File: src/design/xfp_pkg.sv
// Shared types and constants for the xor frame parser.
// No dependencies; imported by every module of the block.
`default_nettype none

package xfp_pkg;

    // frame byte codes
    localparam logic [7:0] SYNC_BYTE     = 8'hA5;
    localparam logic [7:0] TYPE_CODE_MIN = 8'h01;
    localparam logic [7:0] TYPE_CODE_MAX = 8'h04;

    // result kinds
    localparam logic KIND_PAYLOAD   = 1'b0;
    localparam logic KIND_FRAME_END = 1'b1;

    // frame end status codes
    localparam logic [1:0] STATUS_OK       = 2'd0;
    localparam logic [1:0] STATUS_BAD_TYPE = 2'd1;
    localparam logic [1:0] STATUS_BAD_SUM  = 2'd2;

    // packed widths on the stream ports
    localparam int unsigned IN_TDATA_W  = 8;
    localparam int unsigned OUT_TDATA_W = 16;

    // parser phase
    typedef enum logic [2:0] {
        PH_HUNT    = 3'd0,
        PH_TYPE    = 3'd1,
        PH_LEN     = 3'd2,
        PH_PAYLOAD = 3'd3,
        PH_CHECK   = 3'd4
    } phase_t;

    // one result transaction
    typedef struct packed {
        logic       kind;
        logic [7:0] data_byte;
        logic [1:0] msg_type;
        logic       payload_last;
        logic [1:0] frame_status;
    } result_t;

endpackage

`default_nettype wire

File: src/design/xfp_in_stage.sv
// Input register of the xor frame parser: holds one received byte.
// Depends on xfp_pkg.
`default_nettype none

module xfp_in_stage
    import xfp_pkg::*;
(
    input  wire logic                  clk,
    input  wire logic                  rst_n,
    input  wire logic                  s_valid,
    output logic                       s_ready,
    input  wire logic [IN_TDATA_W-1:0] s_data,
    output logic                       held_valid,
    output logic [7:0]                 held_byte,
    input  wire logic                  take
);

    logic       valid_reg;
    logic       valid_next;
    logic [7:0] byte_reg;

    // space when empty or when the held byte leaves this cycle
    assign s_ready = !valid_reg || take;

    always_comb
    begin
        valid_next = valid_reg;
        if (s_ready)
        begin
            valid_next = s_valid;
        end
    end

    // control flag
    always_ff @(posedge clk or negedge rst_n)
    begin
        if (!rst_n)
        begin
            valid_reg <= 1'b0;
        end
        else
        begin
            valid_reg <= valid_next;
        end
    end

    // byte holding register
    always_ff @(posedge clk)
    begin
        if (s_ready && s_valid)
        begin
            byte_reg <= s_data[7:0];
        end
    end

    assign held_valid = valid_reg;
    assign held_byte  = byte_reg;

endmodule

`default_nettype wire

File: src/design/xfp_parse.sv
// Frame parsing state machine with running xor and payload count.
// Depends on xfp_pkg.
`default_nettype none

module xfp_parse
    import xfp_pkg::*;
(
    input  wire logic       clk,
    input  wire logic       rst_n,
    input  wire logic       step,
    input  wire logic [7:0] rx_byte,
    output logic            res_valid,
    output result_t         res
);

    phase_t     phase_reg;
    phase_t     phase_next;
    logic [1:0] frame_type_reg;
    logic [1:0] frame_type_next;
    logic [7:0] payload_length_reg;
    logic [7:0] payload_length_next;
    logic [7:0] bytes_seen_reg;
    logic [7:0] bytes_seen_next;
    logic [7:0] running_xor_reg;
    logic [7:0] running_xor_next;

    logic       type_ok;
    logic [7:0] type_index;
    logic [7:0] seen_inc;
    logic       is_last;

    assign type_ok    = (rx_byte >= TYPE_CODE_MIN) && (rx_byte <= TYPE_CODE_MAX);
    assign type_index = rx_byte - TYPE_CODE_MIN;
    assign seen_inc   = bytes_seen_reg + 8'd1;
    assign is_last    = (seen_inc >= payload_length_reg);

    // next state and datapath
    always_comb
    begin
        phase_next          = phase_reg;
        frame_type_next     = frame_type_reg;
        payload_length_next = payload_length_reg;
        bytes_seen_next     = bytes_seen_reg;
        running_xor_next    = running_xor_reg;
        unique case (phase_reg)
            PH_TYPE:
            begin
                running_xor_next = running_xor_reg ^ rx_byte;
                if (type_ok)
                begin
                    frame_type_next = type_index[1:0];
                    phase_next      = PH_LEN;
                end
                else
                begin
                    phase_next = PH_HUNT;
                end
            end
            PH_LEN:
            begin
                running_xor_next    = running_xor_reg ^ rx_byte;
                payload_length_next = rx_byte;
                bytes_seen_next     = 8'd0;
                phase_next          = (rx_byte == 8'd0) ? PH_CHECK : PH_PAYLOAD;
            end
            PH_PAYLOAD:
            begin
                running_xor_next = running_xor_reg ^ rx_byte;
                bytes_seen_next  = seen_inc;
                if (is_last)
                begin
                    phase_next = PH_CHECK;
                end
            end
            PH_CHECK:
            begin
                phase_next = PH_HUNT;
            end
            default:
            begin
                // hunting, also unused codes
                if (rx_byte == SYNC_BYTE)
                begin
                    running_xor_next    = SYNC_BYTE;
                    frame_type_next     = 2'd0;
                    payload_length_next = 8'd0;
                    bytes_seen_next     = 8'd0;
                    phase_next          = PH_TYPE;
                end
                else
                begin
                    phase_next = PH_HUNT;
                end
            end
        endcase
    end

    // result for the byte being parsed
    always_comb
    begin
        res_valid        = 1'b0;
        res.kind         = KIND_PAYLOAD;
        res.data_byte    = 8'd0;
        res.msg_type     = 2'd0;
        res.payload_last = 1'b0;
        res.frame_status = STATUS_OK;
        unique case (phase_reg)
            PH_TYPE:
            begin
                if (!type_ok)
                begin
                    res_valid        = 1'b1;
                    res.kind         = KIND_FRAME_END;
                    res.frame_status = STATUS_BAD_TYPE;
                end
            end
            PH_PAYLOAD:
            begin
                res_valid        = 1'b1;
                res.data_byte    = rx_byte;
                res.msg_type     = frame_type_reg;
                res.payload_last = is_last;
            end
            PH_CHECK:
            begin
                res_valid        = 1'b1;
                res.kind         = KIND_FRAME_END;
                res.msg_type     = frame_type_reg;
                res.frame_status = (rx_byte == running_xor_reg) ? STATUS_OK : STATUS_BAD_SUM;
            end
            default:
            begin
                res_valid = 1'b0;
            end
        endcase
    end

    // state registers advance once per parsed byte
    always_ff @(posedge clk or negedge rst_n)
    begin
        if (!rst_n)
        begin
            phase_reg          <= PH_HUNT;
            frame_type_reg     <= 2'd0;
            payload_length_reg <= 8'd0;
            bytes_seen_reg     <= 8'd0;
            running_xor_reg    <= 8'd0;
        end
        else if (step)
        begin
            phase_reg          <= phase_next;
            frame_type_reg     <= frame_type_next;
            payload_length_reg <= payload_length_next;
            bytes_seen_reg     <= bytes_seen_next;
            running_xor_reg    <= running_xor_next;
        end
    end

endmodule

`default_nettype wire

File: src/design/xfp_out_stage.sv
// Result register of the xor frame parser, drives the master stream side.
// Depends on xfp_pkg.
`default_nettype none

module xfp_out_stage
    import xfp_pkg::*;
(
    input  wire logic                   clk,
    input  wire logic                   rst_n,
    input  wire logic                   load,
    input  wire result_t                res,
    output logic                        room,
    output logic                        m_valid,
    input  wire logic                   m_ready,
    output logic [OUT_TDATA_W-1:0]      m_data,
    output logic                        m_user,
    output logic                        m_last
);

    logic    valid_reg;
    logic    valid_next;
    result_t res_reg;

    // free when empty or when the held result is taken this cycle
    assign room = !valid_reg || m_ready;

    always_comb
    begin
        valid_next = valid_reg;
        if (room)
        begin
            valid_next = load;
        end
    end

    always_ff @(posedge clk or negedge rst_n)
    begin
        if (!rst_n)
        begin
            valid_reg <= 1'b0;
        end
        else
        begin
            valid_reg <= valid_next;
        end
    end

    // result payload
    always_ff @(posedge clk)
    begin
        if (room && load)
        begin
            res_reg <= res;
        end
    end

    // pack fields onto the stream
    assign m_valid = valid_reg;
    assign m_data  = {4'd0, res_reg.frame_status, res_reg.msg_type, res_reg.data_byte};
    assign m_user  = res_reg.kind;
    assign m_last  = res_reg.payload_last;

endmodule

`default_nettype wire

File: src/design/xor_frame_parser.sv
// Top level of the xor frame parser: input register, parser, result register.
// Depends on xfp_pkg, xfp_in_stage, xfp_parse and xfp_out_stage.
//
//   channel  | direction | transaction
//   s_axis   | in        | one received byte
//   m_axis   | out       | one payload byte or one frame end with status
//
// One byte per cycle sustained while m_axis is ready; a byte is held in the input
// register and its result in the result register before it leaves on m_axis.
// Reset puts the parser in start byte hunt with empty registers.
// A stall on m_axis holds the result register; the input register still takes
// one byte, then s_axis_tready drops until the result is taken.
`default_nettype none

module xor_frame_parser
    import xfp_pkg::*;
(
    input  wire logic                   clk,
    input  wire logic                   rst_n,
    input  wire logic                   s_axis_tvalid,
    output logic                        s_axis_tready,
    input  wire logic [IN_TDATA_W-1:0]  s_axis_tdata,   // [7:0] rx_byte
    output logic                        m_axis_tvalid,
    input  wire logic                   m_axis_tready,
    output logic [OUT_TDATA_W-1:0]      m_axis_tdata,   // [7:0] data_byte, [9:8] msg_type,
                                                        // [11:10] frame_status, [15:12] zero
    output logic                        m_axis_tuser,   // result_kind
    output logic                        m_axis_tlast    // payload_last
);

    logic       held_valid;
    logic [7:0] held_byte;
    logic       take;
    logic       room;
    logic       res_valid;
    result_t    res;

    // a held byte moves on when the result register has room
    assign take = held_valid && room;

    xfp_in_stage u_in (
        .clk        (clk),
        .rst_n      (rst_n),
        .s_valid    (s_axis_tvalid),
        .s_ready    (s_axis_tready),
        .s_data     (s_axis_tdata),
        .held_valid (held_valid),
        .held_byte  (held_byte),
        .take       (take)
    );

    xfp_parse u_parse (
        .clk       (clk),
        .rst_n     (rst_n),
        .step      (take),
        .rx_byte   (held_byte),
        .res_valid (res_valid),
        .res       (res)
    );

    xfp_out_stage u_out (
        .clk     (clk),
        .rst_n   (rst_n),
        .load    (take && res_valid),
        .res     (res),
        .room    (room),
        .m_valid (m_axis_tvalid),
        .m_ready (m_axis_tready),
        .m_data  (m_axis_tdata),
        .m_user  (m_axis_tuser),
        .m_last  (m_axis_tlast)
    );

endmodule

`default_nettype wire

File: config.mk
export PLATFORM = sky130hd
export DESIGN_NAME = xor_frame_parser
export DESIGN_NICKNAME = d
export VERILOG_FILES = /design/src/design/xfp_pkg.sv /design/src/design/xfp_in_stage.sv /design/src/design/xfp_parse.sv /design/src/design/xfp_out_stage.sv /design/src/design/xor_frame_parser.sv
export SDC_FILE = /design/constraint.sdc
export NUM_CORES = 1
export LEC_CHECK = 0
export BUFFER_PORTS_ARGS = -buffer_cell sky130_fd_sc_hd__buf_2
export CAP_MARGIN = 20
export CORE_UTILIZATION = 50
export CTS_CLUSTER_DIAMETER = 100
export DETAILED_ROUTE_END_ITERATION = 10
export PLACE_DENSITY = 0.76
export SETUP_SLACK_MARGIN = 0.15
export SKIP_LAST_GASP = 1
export SLEW_MARGIN = 10
export SYNTH_ARGS = -nofsm -noshare
export SYNTH_HDL_FRONTEND = slang
export SYNTH_HIERARCHICAL = 1
export SYNTH_SLANG_ARGS = --single-unit
File: constraint.sdc
create_clock -name clk -period 2.5 [get_ports clk]
set_input_delay 0.5 -clock clk [delete_from_list [all_inputs] [get_ports clk]]
set_output_delay 0.5 -clock clk [all_outputs]
set_load 0.01 [all_outputs]
==> impl_metrics.tcl <==
set metrics [dict create \
    outcome "completed" \
    ys_warn_count 6 \
    die_area_um2 6010 \
    viasPerCell 5.58 \
    synth-main-ff-cell "dfrtp_1" \
    wl_per_cell_um 15.9 \
    worstSetupEndpointType "flop" \
    dpl_cell_area_um2 3040 \
    cp-startpoint "u_parse/bytes_seen_reg[0]$_DFFE_PN0P_" \
    syn_inst 254 \
    synth_top_area_share_pct 27.2 \
    maxClockFrequency_mhz 419 \
    gp_congestion 0.845 \
    largest_register_ffs 12 \
    drive_above_1_share_pct 28.0 \
    drt_first_pass_iters 4 \
    grt_pass1_vias 1957 \
    critPathMaxFanout 4 \
    fp-row-count 27 \
    cts_tree "done" \
    syn-cell-area_um2 2850 \
    dpl.hpwl_um 3970 \
    regToRegEndpoint "u_parse/phase_reg[0]$_DFFE_PN0P_" \
    drcViolationCount 0 \
    yosys.area.top_type "dfrtp_1" \
    h-tree-depth 2 \
    post-route-period-util_pct 95.5 \
    p_leak_nw 1.43 \
    worst_ep_arrival_time_ps 2620 \
    cts_buffers 5 \
    fin_skew_ps 8.00 \
    clkSinkCount 53 \
    root_buffer "clkbuf_8" \
    setup_violations 0 \
    cp.required_ps 2740 \
    rsz0062_at_grt "true" \
    crit_type "reg2reg" \
    ios 32 \
    antenna_left 0 \
    worst_pin_slew_ps 730 \
    fill_cells 461 \
    port_buffers 27 \
    r2r_slack_ps 110 \
    clk_latency_ps 310 \
    hold_slack_ps 229 \
    clk_path_buf_depth 2 \
    relSlewSlack_pct 51.3 \
    diodes 0 \
    endpoint "u_parse/phase_reg[0]$_DFFE_PN0P_" \
    yosys_register_bits 53 \
    syn_to_final_growth_pct 15.6 \
    p_per_area_nw_per_um2 1010 \
    wl_um 5860 \
    nNetsFinal 318 \
    start_util_pct 51.8 \
    die_y_um 77.5 \
    register_area_um2 1440 \
    synth_edf_count 22 \
    drt_iter0_markers 229 \
    stdcell_area_um2 3300 \
    critPathLaunchType "flop" \
    synth_cell_types 52 \
    hold_viol 0 \
    hold_class "in2async" \
    rr_worst_depth 10 \
    ys_seq_area_share_pct 50.4 \
    coreArea_um2 5510 \
    grt_pass1_wl_um 9520 \
    antenna_found_initial 0 \
    cap_violations 0 \
    synthArstFlopShare_pct 58.5 \
    grt-ovfl-total 0 \
    syn_area_per_cell_um2 11.2 \
    track_usage_pct 20.6 \
    multi_input_area_um2 1380 \
    crit-reg2reg-launch "u_parse/bytes_seen_reg[0]$_DFFE_PN0P_" \
    slew_violations 0 \
    vias 2055 \
    path_clk_slew_ps 100 \
    ir_drop_v 0.000363 \
    p_total_mw 3.32 \
    fin_crit_ps 2390 \
    fp.dieW_um 77.5 \
    grt_max_degree 32 \
    synth_area_leaders "dfrtp_1 (27%), edfxtp_1 (23%), ha_1 (4.8%), xor2_1 (3.4%), a22o_1 (3.1%)" \
]
-- kinds of logic after synthesis --
kind of cell,synth area share (%)
AO/OA/AOI/OAI,17.7
XOR/XNOR,4.61
adder cells (fa/ha/maj),5.31
buffers and inverters,5.44
flip-flops,50.4
other,0.132
AND/OR/NAND/NOR,16.5
-- metal layers --
layer | wire, µm | up-vias | track usage [%]
met3 | 298 | 9 | 3.29
met2 | 2970 | 80 | 34.0
met1 | 2490 | 970 | 26.5
met5 | 0 | - | 0
met4 | 95 | 0 | 9.62
li1 | - | 996 | -
-- worst min-delay path by stage --
| stage | from | to | slack (ps) |
|---|---|---|---|
| finish | rst_n | u_parse/phase_reg[0]$_DFFE_PN0P_ | 230 |
| global route | rst_n | u_parse/phase_reg[2]$_DFFE_PN0P_ | 270 |
| CTS | rst_n | u_parse/phase_reg[2]$_DFFE_PN0P_ | 250 |
| detailed placement | u_parse/frame_type_reg[0]$_DFFE_PN0P_ | u_parse/frame_type_reg[0]$_DFFE_PN0P_ | 470 |
| global placement | u_parse/frame_type_reg[1]$_DFFE_PN0P_ | u_parse/frame_type_reg[1]$_DFFE_PN0P_ | 460 |
| floorplan | rst_n | u_in/held_valid$_DFFE_PN0P_ | 200 |
-- worst max-delay path: stages, from the launching register on --
cell	delay (ps)
dfrtp_1	400
ha_2	210
nand3_2	110
nor2_2	140
xor2_1	210
ha_1	280
a21o_1	200
a2111oi_4	340
o211a_1	240
nor2_1	50
a21oi_1	150
-- synthesized netlist by cell type (2+ instances only) --
| cell | count |
|---|---|
| clkbuf_1 | 2 |
| inv_1 | 14 |
| buf_4 | 6 |
| o31ai_1 | 2 |
| and2_4 | 2 |
| edfxtp_1 | 22 |
| nand2b_1 | 6 |
| a21oi_1 | 12 |
| a32o_1 | 5 |
| o31ai_2 | 4 |
| a2111oi_0 | 2 |
| a21o_1 | 5 |
| nand3_1 | 5 |
| a21boi_0 | 2 |
| clkbuf_8 | 2 |
| nor4_1 | 2 |
| nand4_1 | 2 |
| o21ai_0 | 11 |
| nor3_1 | 5 |
| xor2_1 | 11 |
| ha_1 | 11 |
| nor2_1 | 17 |
| dfrtp_1 | 31 |
| a22o_1 | 10 |
| and2_1 | 7 |
| a31oi_1 | 4 |
| nand2b_4 | 2 |
| xnor2_1 | 4 |
| nand2_1 | 19 |
| buf_6 | 2 |
| and3_1 | 4 |
-- final cells by class --
cell class | instances | share of cell area [%]
well taps | 72 | 2.73
multi-input cells | 179 | 41.9
flip-flops and latches | 53 | 43.6
clock buffers | 5 | 2.09
clock inverters | 3 | 0.645
repair buffers | 42 | 7.51
inverters | 14 | 1.59
-- placed cells by master, fill, tap and decap left out, types with 3 or more instances in the layout --
master / netlist / layout
buf_4: 6 / 15
o21ai_0: 11 / 8
buf_2: 0 / 27
a32o_1: 5 / 5
o31ai_2: 4 / 4
a31oi_1: 4 / 4
nand2_1: 19 / 19
nand3_1: 5 / 4
and2_4: 2 / 3
xor2_1: 11 / 10
o21ai_1: 0 / 3
clkbuf_8: 2 / 5
nor2_1: 17 / 16
dfrtp_1: 31 / 31
a21oi_1: 12 / 12
inv_1: 14 / 12
edfxtp_1: 22 / 22
xnor2_1: 4 / 4
conb_1: 1 / 4
and2_1: 7 / 7
ha_1: 11 / 7
a22o_1: 10 / 10
and3_4: 0 / 3
nand2b_1: 6 / 6
nor3_1: 5 / 5
a21o_1: 5 / 5
-- timing repair --
| item | CTS | global route |
|---|---|---|
| pin swaps | 2 | 14 |
| setup endpoints to repair | 16 | 18 |
| resized for setup | 1 | 21 |
| hold buffers | 0 | 0 |
| cloned | 0 | 1 |
| buffers inserted | 4 | 5 |
-- stage by stage --
step	TNS [ps]	worst slack (ps)	std cells	utilization, %
3_3_place_gp	0	109	350	55.1
2_1_floorplan	0	192	257	-
5_1_grt	-11.2	-11.2	368	59.9
6_report	0	113	368	59.9
3_5_place_dp	0	88.3	350	55.1
4_1_cts	0	141	362	57.6
-- where the power goes --
part,total (mW),switching [mW],internal [mW]
sequential,1.42,0.221,1.20
clock,0.481,0.282,0.199
combinational,1.41,0.778,0.637
total,3.32,1.28,2.04
Power figures use the tool's default switching activity.
